File: src/rtl/lrfd_pkg.sv
// ----------------------------------------------------------------------------
// lrfd_pkg
// shared types and constants of the lidar range frame deframer
// ----------------------------------------------------------------------------
`timescale 1ns / 1ps
`default_nettype none

package lrfd_pkg;

   localparam int BEAMS_DEF = 200;

   localparam int BYTE_W  = 8;
   localparam int RANGE_W = 16;
   localparam int DIFF_W  = 17;
   localparam int KIND_W  = 2;
   localparam int BEAM_W  = 8;
   localparam int RSP_DATA_W = 32;
   localparam int CSR_IDX_W  = 8;
   localparam int CSR_DATA_W = 16;

   localparam logic [BYTE_W-1:0] START_BYTE  = 8'h02;
   localparam logic [BYTE_W-1:0] SECOND_BYTE = 8'h00;
   localparam logic [BYTE_W-1:0] END_BYTE    = 8'h03;

   localparam logic [KIND_W-1:0] KIND_BEAM   = 2'd0;
   localparam logic [KIND_W-1:0] KIND_ACCEPT = 2'd1;
   localparam logic [KIND_W-1:0] KIND_REJECT = 2'd2;

   localparam logic [CSR_IDX_W-1:0] REG_MAX_RANGE = 8'd0;
   localparam logic [CSR_IDX_W-1:0] REG_OFFSET    = 8'd1;

   localparam logic [RANGE_W-1:0] MAX_RANGE_RST = 16'd20000;
   localparam logic [RANGE_W-1:0] OFFSET_RST    = 16'd7200;

   typedef struct packed {
      logic                     valid;
      logic [KIND_W-1:0]        kind;
      logic [BEAM_W-1:0]        beam_index;
      logic signed [DIFF_W-1:0] range_mm;
   } rslt_type;

endpackage

`default_nettype wire

File: src/rtl/lrfd_parser.sv
// ----------------------------------------------------------------------------
// lrfd_parser
// frame state machine, beam pairing, clamp and offset for one byte beat
// ----------------------------------------------------------------------------
`timescale 1ns / 1ps
`default_nettype none

module lrfd_parser
   import lrfd_pkg::*;
#(
   parameter int BEAMS = BEAMS_DEF
) (
   input  wire logic               clock,
   input  wire logic               reset,
   input  wire logic               beat_fire,
   input  wire logic [BYTE_W-1:0]  rx_byte,
   input  wire logic [RANGE_W-1:0] max_range_mm,
   input  wire logic [RANGE_W-1:0] offset_mm,
   output rslt_type                rslt
);

   localparam int CNT_W = $clog2(2 * BEAMS + 1);
   localparam logic [CNT_W-1:0] LAST_CNT = CNT_W'(2 * BEAMS - 1);

   localparam logic [1:0] PH_HUNT    = 2'd0;
   localparam logic [1:0] PH_SECOND  = 2'd1;
   localparam logic [1:0] PH_PAYLOAD = 2'd2;
   localparam logic [1:0] PH_END     = 2'd3;

   logic [1:0]        phase_ff, phase_in;
   logic [CNT_W-1:0]  cnt_ff, cnt_in;
   logic [BYTE_W-1:0] high_ff, high_in;

   logic [RANGE_W-1:0] raw;
   logic [RANGE_W-1:0] clamped;

   assign raw     = {high_ff, rx_byte};
   assign clamped = (raw > max_range_mm) ? '0 : raw;

   always_comb begin
      phase_in = phase_ff;
      cnt_in   = cnt_ff;
      high_in  = high_ff;
      rslt     = '0;
      unique case (phase_ff)
         PH_HUNT: begin
            if (rx_byte == START_BYTE) begin
               phase_in = PH_SECOND;
            end
         end
         PH_SECOND: begin
            if (rx_byte == SECOND_BYTE) begin
               phase_in = PH_PAYLOAD;
               cnt_in   = '0;
            end else begin
               phase_in = PH_HUNT;
            end
         end
         PH_PAYLOAD: begin
            cnt_in = cnt_ff + 1'b1;
            if (!cnt_ff[0]) begin
               high_in = rx_byte;
            end else begin
               rslt.valid      = 1'b1;
               rslt.kind       = KIND_BEAM;
               rslt.beam_index = BEAM_W'(cnt_ff >> 1);
               rslt.range_mm   = $signed({1'b0, clamped} - {1'b0, offset_mm});
               if (cnt_ff == LAST_CNT) begin
                  phase_in = PH_END;
               end
            end
         end
         PH_END: begin
            rslt.valid = 1'b1;
            rslt.kind  = (rx_byte == END_BYTE) ? KIND_ACCEPT : KIND_REJECT;
            phase_in   = PH_HUNT;
            cnt_in     = '0;
         end
         default: begin
            phase_in = PH_HUNT;
         end
      endcase
      if (!beat_fire) begin
         phase_in   = phase_ff;
         cnt_in     = cnt_ff;
         high_in    = high_ff;
         rslt.valid = 1'b0;
      end
   end

   always_ff @(posedge clock) begin
      if (reset) begin
         phase_ff <= PH_HUNT;
         cnt_ff   <= '0;
         high_ff  <= '0;
      end else begin
         phase_ff <= phase_in;
         cnt_ff   <= cnt_in;
         high_ff  <= high_in;
      end
   end

endmodule

`default_nettype wire

File: src/rtl/lidar_range_frame_deframer_top.sv
// ----------------------------------------------------------------------------
// lidar_range_frame_deframer_top
// byte stream in, beam ranges and frame verdicts out
//
//   channel  dir  payload                                  handshake
//   req_     in   tdata[7:0] rx_byte                       tvalid/tready
//   rsp_     out  tuser kind, tdata beam_index, range_mm   tvalid/tready
//   csr_     in   index 0 max_range_mm, 1 offset_mm        wr_en only
//
// one byte beat per cycle while req_tready is high; a result is registered and appears in the cycle after its byte
// the output register holds the result while the next byte is taken
// req_tready drops only while a result waits and rsp_tready is low
// synchronous reset returns the parser to hunting and loads default limits
// ----------------------------------------------------------------------------
`timescale 1ns / 1ps
`default_nettype none

module lidar_range_frame_deframer_top
   import lrfd_pkg::*;
#(
   parameter int BEAMS = BEAMS_DEF
) (
   input  wire logic                  clock,
   input  wire logic                  reset,
   input  wire logic                  req_tvalid,
   output logic                       req_tready,
   input  wire logic [BYTE_W-1:0]     req_tdata,   // [7:0] rx_byte
   output logic                       rsp_tvalid,
   input  wire logic                  rsp_tready,
   output logic [RSP_DATA_W-1:0]      rsp_tdata,   // [7:0] beam_index, [24:8] range_mm
   output logic [KIND_W-1:0]          rsp_tuser,   // [1:0] kind
   input  wire logic                  csr_wr_en,
   input  wire logic [CSR_IDX_W-1:0]  csr_index,
   input  wire logic [CSR_DATA_W-1:0] csr_wdata
);

   logic [RANGE_W-1:0] max_range_ff;
   logic [RANGE_W-1:0] offset_ff;

   logic     beat_fire;
   rslt_type rslt;

   logic                     rsp_valid_ff, rsp_valid_in;
   logic [KIND_W-1:0]        rsp_kind_ff;
   logic [BEAM_W-1:0]        rsp_index_ff;
   logic signed [DIFF_W-1:0] rsp_range_ff;

   always_ff @(posedge clock) begin
      if (reset) begin
         max_range_ff <= MAX_RANGE_RST;
         offset_ff    <= OFFSET_RST;
      end else if (csr_wr_en) begin
         if (csr_index == REG_MAX_RANGE) begin
            max_range_ff <= csr_wdata;
         end else if (csr_index == REG_OFFSET) begin
            offset_ff <= csr_wdata;
         end
      end
   end

   assign req_tready = !rsp_valid_ff || rsp_tready;
   assign beat_fire  = req_tvalid && req_tready;

   lrfd_parser #(
      .BEAMS (BEAMS)
   ) u_parser (
      .clock        (clock),
      .reset        (reset),
      .beat_fire    (beat_fire),
      .rx_byte      (req_tdata),
      .max_range_mm (max_range_ff),
      .offset_mm    (offset_ff),
      .rslt         (rslt)
   );

   always_comb begin
      rsp_valid_in = rsp_valid_ff;
      if (beat_fire) begin
         rsp_valid_in = rslt.valid;
      end else if (rsp_tready) begin
         rsp_valid_in = 1'b0;
      end
   end

   always_ff @(posedge clock) begin
      if (reset) begin
         rsp_valid_ff <= 1'b0;
      end else begin
         rsp_valid_ff <= rsp_valid_in;
      end
   end

   always_ff @(posedge clock) begin
      if (beat_fire && rslt.valid) begin
         rsp_kind_ff  <= rslt.kind;
         rsp_index_ff <= rslt.beam_index;
         rsp_range_ff <= rslt.range_mm;
      end
   end

   assign rsp_tvalid = rsp_valid_ff;
   assign rsp_tuser  = rsp_kind_ff;
   assign rsp_tdata  = {{(RSP_DATA_W - DIFF_W - BEAM_W){1'b0}}, rsp_range_ff, rsp_index_ff};

endmodule

`default_nettype wire

File: config.mk
export PLATFORM = sky130hd
export DESIGN_NAME = lidar_range_frame_deframer_top
export DESIGN_NICKNAME = d
export VERILOG_FILES = /design/src/rtl/lrfd_pkg.sv /design/src/rtl/lrfd_parser.sv /design/src/rtl/lidar_range_frame_deframer_top.sv
export SDC_FILE = /design/constraint.sdc
export NUM_CORES = 1
export LEC_CHECK = 0
export ABC_AREA = 0
export BUFFER_PORTS_ARGS = -buffer_cell sky130_fd_sc_hd__buf_2
export CAP_MARGIN = 20
export CORE_MARGIN = 1
export CORE_UTILIZATION = 50
export DETAILED_ROUTE_END_ITERATION = 10
export MAX_ROUTING_LAYER = met4
export PLACE_DENSITY = 0.84
export SYNTH_ARGS = -nofsm -noshare
export SYNTH_HDL_FRONTEND = slang
export SYNTH_SLANG_ARGS = --single-unit
File: constraint.sdc
create_clock -name clock -period 4.7 [get_ports clock]
set_clock_uncertainty 0.2 [all_clocks]
set_input_delay 0.94 -clock clock [delete_from_list [all_inputs] [get_ports clock]]
set_output_delay 0.94 -clock clock [all_outputs]
set_load 0.01 [all_outputs]
==> summary.txt <==
Pwr
  • Switching Share: 21.6%
  • Switching pwr: 0.309 mW
  • Static leakage: 2.31 nW
  • Comb pwr share: 5.7%
  • PwrDens: 282 mW/mm^2
  • Maximum VDD drop: 0.263 mV
  • Clk pwr share: 45.3%
  • Int Pwr: 1.12 mW
  • Flop pwr share: 49.0%

Timing
  • Endpoints failing setup: 0
  • Worst Tran Pin Value: 1.08 ns
  • Min Tclk post-route: 4.36 ns
  • Setup WS post-layout: 0.340 ns
  • Final slew viol count: 0
  • Fmax: 0.229 GHz
  • Final worst-path cycle share: 92.8%
  • Unrepaired setup endpoints after global routing: no
  • Relative slew slack: 27.8%
  • Final hold viol count: 0
  • Hold WS: 0.290 ns

Floorplan
  • Core Rows: 33
  • DIE WIDTH: 95.7 um
  • Core region area: 0.00834 mm^2
  • Die height: 95.7 um
  • I/O pin count: 73
  • Initial core utilization: 52.7%
  • DIE AREA: 0.00917 mm^2

Routing
  • DR iter-0 viols: 186
  • Vias: 3584
  • Routed len/inst: 14.3 um
  • Count of TritonRoute iterations in the first routing pass: 5
  • Final wirelength: 9230 um
  • Drc violations: 0
  • Vias per cell: 5.56
  • Antenna-violating nets left: 0

Logic synthesis
  • Avg Inst Size Synth: 9.35 um^2
  • Post-Syn Instances: 470
  • Synth Warn #: 0
  • Ys async rst share: 0%
  • Top cell type's share of synthesized area: 23.7%
  • Number of synthesized flops with an enable pin: 27
  • Top FF cell, synth: dfxtp_1
  • Yosys reg bits: 79
  • Synth top area cells: dfxtp_1 24%, edfxtp_1 18%, ha_1 9.4%
  • Mapped cell area: 0.00439 mm^2
  • Cell variety after synth: 53
  • Register area share after synthesis: 42.2%
  • Synth area leader: dfxtp_1

Setup path
  • Buf+Inv Stages, Crit Path: 1
  • CP Launch Point: req_tdata[1]
  • Slowest CP cell: fa_1
  • Worst Path Max Fanout: 6
  • RR Endpoint: rsp_range_ff[14]$_SDFFCE_PN0P_
  • Flop-to-flop setup slack: 0.60 ns
  • CP Cell Sequence: buf_2 > ha_1 > nor2b_1 > o211ai_1 > a21oi_1 > o31ai_1 > a22o_1 > nand2_1 > ha_1 > fa_1 > nor2b_1 > o2111a_1 > o211ai_1 > o21ai_0 > mux2i_1 > o311ai_0
  • Worst r2r src: max_range_ff[9]$_SDFFE_PP1P_
  • Critical path depth: 16
  • WP data required: 4.58 ns
  • Startpoint class of the critical path: input port
  • Critical path's top delay family: compound AO/OA/AOI/OAI gates
  • CP Class: input port to flip-flop
  • Worst path max stage delay: 0.39 ns
  • Crit path to: rsp_range_ff[14]$_SDFFCE_PN0P_
  • CP endpoint kind: flip-flop
  • Worst R2R Path Depth: 16
  • CP Data Arrival Time: 4.24 ns

Finish
  • Area growth syn-to-layout: 15.4%
  • Layout cells sized above 1: 17.8%
  • Commonest non-fill, non-tap cell in the layout: buf_2
  • Commonest non-fill, non-tap cells in the layout: 65 x buf_2, 64 x nor2_1, 52 x dfxtp_1, 38 x mux2i_1
  • Fin nets: 606
  • Ant diodes: 0

Job
  • Total of max-cap violations: 0

Global route
  • GRT Util Overall: 22.5%
  • Vias in the first global route: 3288
  • Grt ovf: 0
  • First-pass GRT wire length: 15300 um
  • Largest net degree at the start of global routing: 37
  • Initial antenna violation count: 0

Placement
  • IO Port Bufs: 65
  • DP HPWL: 7040 um
  • GP Congestion: 0.898
  • Setup WS pre-CTS: -0.00295 ns

CTS
  • Post_cts resized: 0
  • # H-tree levels: 3
  • Worst skew pair latency: 0.36 ns
  • # clock sinks: 79
  • Setup bufs post-CTS: 0
  • Worst-path clk slew: 0.08 ns
  • TritonCTS clock tree: built
  • Hold_buf cts: 0
  • Clock root cell: clkbuf_8
  • Maximum root-to-sink buffer count: 2
  • Cts bufs inserted: 9

Min path
  • Hold path depth: 2
  • Hold Crit Class: flip-flop to flip-flop

Status
  • Status: finished clean
==> state kept, by name, summed over array words and instances (netlist names), named ones only <==
| register | cells |
|---|---|
| rsp_range_ff | 17 |
| max_range_ff | 16 |
| offset_ff | 16 |
| u_parser.cnt_ff | 9 |
| rsp_index_ff | 8 |
| u_parser.high_ff | 8 |
| rsp_tuser | 2 |
| rsp_tvalid | 1 |
| u_parser.phase_ff | 1 |
==> per-layer routing <==
layer  up-vias  global-route usage (%)  share of wire, %
met5         -                       -                 0
met4         0                    8.21               1.8
met3        18                    3.71               6.9
met2       140                    35.9                47
met1      1657                    28.7                44
li1       1769                       -                 -
==> cell families (layout without fill, tap and decap cells) <==
kind of cell / count (synthesis) / in the layout / synth area share, %
mux: 38 / 38 / 8.66
simple gates: 178 / 178 / 20.8
buf+inv: 56 / 120 / 5.41
other cells: 1 / 7 / 0.0854
xor+xnor: 10 / 10 / 1.99
fa+ha+maj: 34 / 34 / 9.85
flops: 79 / 79 / 42.2
compound gates: 74 / 74 / 11.1
==> per-stage QoR <==
stage               total power [mW]  instance area, um^2  cells  setup TNS (ns)  utilization (%)
global route                    1.48                 5070    645               0             60.8
detailed placement             0.796                 4810    629        -0.00295             57.6
floorplan                      0.767                 4420    476               0                -
CTS                             1.43                 5070    645               0             60.8
global placement               0.794                 4810    629               0             57.6
finish                          1.43                 5070    645               0             60.8
==> synth_stat cells, types with 10 or more instances <==
cell type	n
a21oi_1	23
inv_1	33
dfxtp_1	52
clkbuf_1	13
mux2i_1	38
nor2_1	64
nand3_1	10
and2_1	23
o21ai_0	11
edfxtp_1	27
nand2_1	30
ha_1	33
==> power by group through the flow <==
stage,logic (mW),registers (mW),clock network [mW]
6_report,0.0810,0.701,0.648
5_1_grt,0.0897,0.701,0.689
4_1_cts,0.0800,0.701,0.654
3_5_place_dp,0.0794,0.717,0
3_3_place_gp,0.0766,0.717,0
2_1_floorplan,0.0501,0.717,0
==> cell type report <==
class | count | area (um^2)
Clock buffer | 10 | 149
Clock inverter | 6 | 115
Fill cell | 724 | 3270
Inverter | 34 | 128
Multi-Input combinational cell | 341 | 2330
Sequential cell | 79 | 1850
Tap cell | 105 | 131
Timing Repair Buffer | 70 | 363
==> worst min-delay path by stage <==
stage	startpoint	end	slack, ns
finish	offset_ff[5]$_SDFFE_PP1P_	offset_ff[5]$_SDFFE_PP1P_	0.29
global route	offset_ff[5]$_SDFFE_PP1P_	offset_ff[5]$_SDFFE_PP1P_	0.31
detailed placement	offset_ff[5]$_SDFFE_PP1P_	offset_ff[5]$_SDFFE_PP1P_	0.27
floorplan	offset_ff[10]$_SDFFE_PP1P_	offset_ff[10]$_SDFFE_PP1P_	0.24
global placement	offset_ff[5]$_SDFFE_PP1P_	offset_ff[5]$_SDFFE_PP1P_	0.26
CTS	offset_ff[5]$_SDFFE_PP1P_	offset_ff[5]$_SDFFE_PP1P_	0.29
==> worst reg2reg max path, stage by stage, from the launching register on <==
cell and delay (ns):
dfxtp_1 0.31, inv_1 0.05, ha_1 0.30, a21o_1 0.16, nand3_1 0.08, a21oi_1 0.06
a211oi_1 0.35, a22o_1 0.28, nand2_1 0.08, ha_1 0.21, fa_1 0.39, nor2b_1 0.23
o2111a_1 0.25, o211ai_1 0.16, o21ai_0 0.32, mux2i_1 0.22, o311ai_0 0.16
Power figures use the tool's default switching activity.
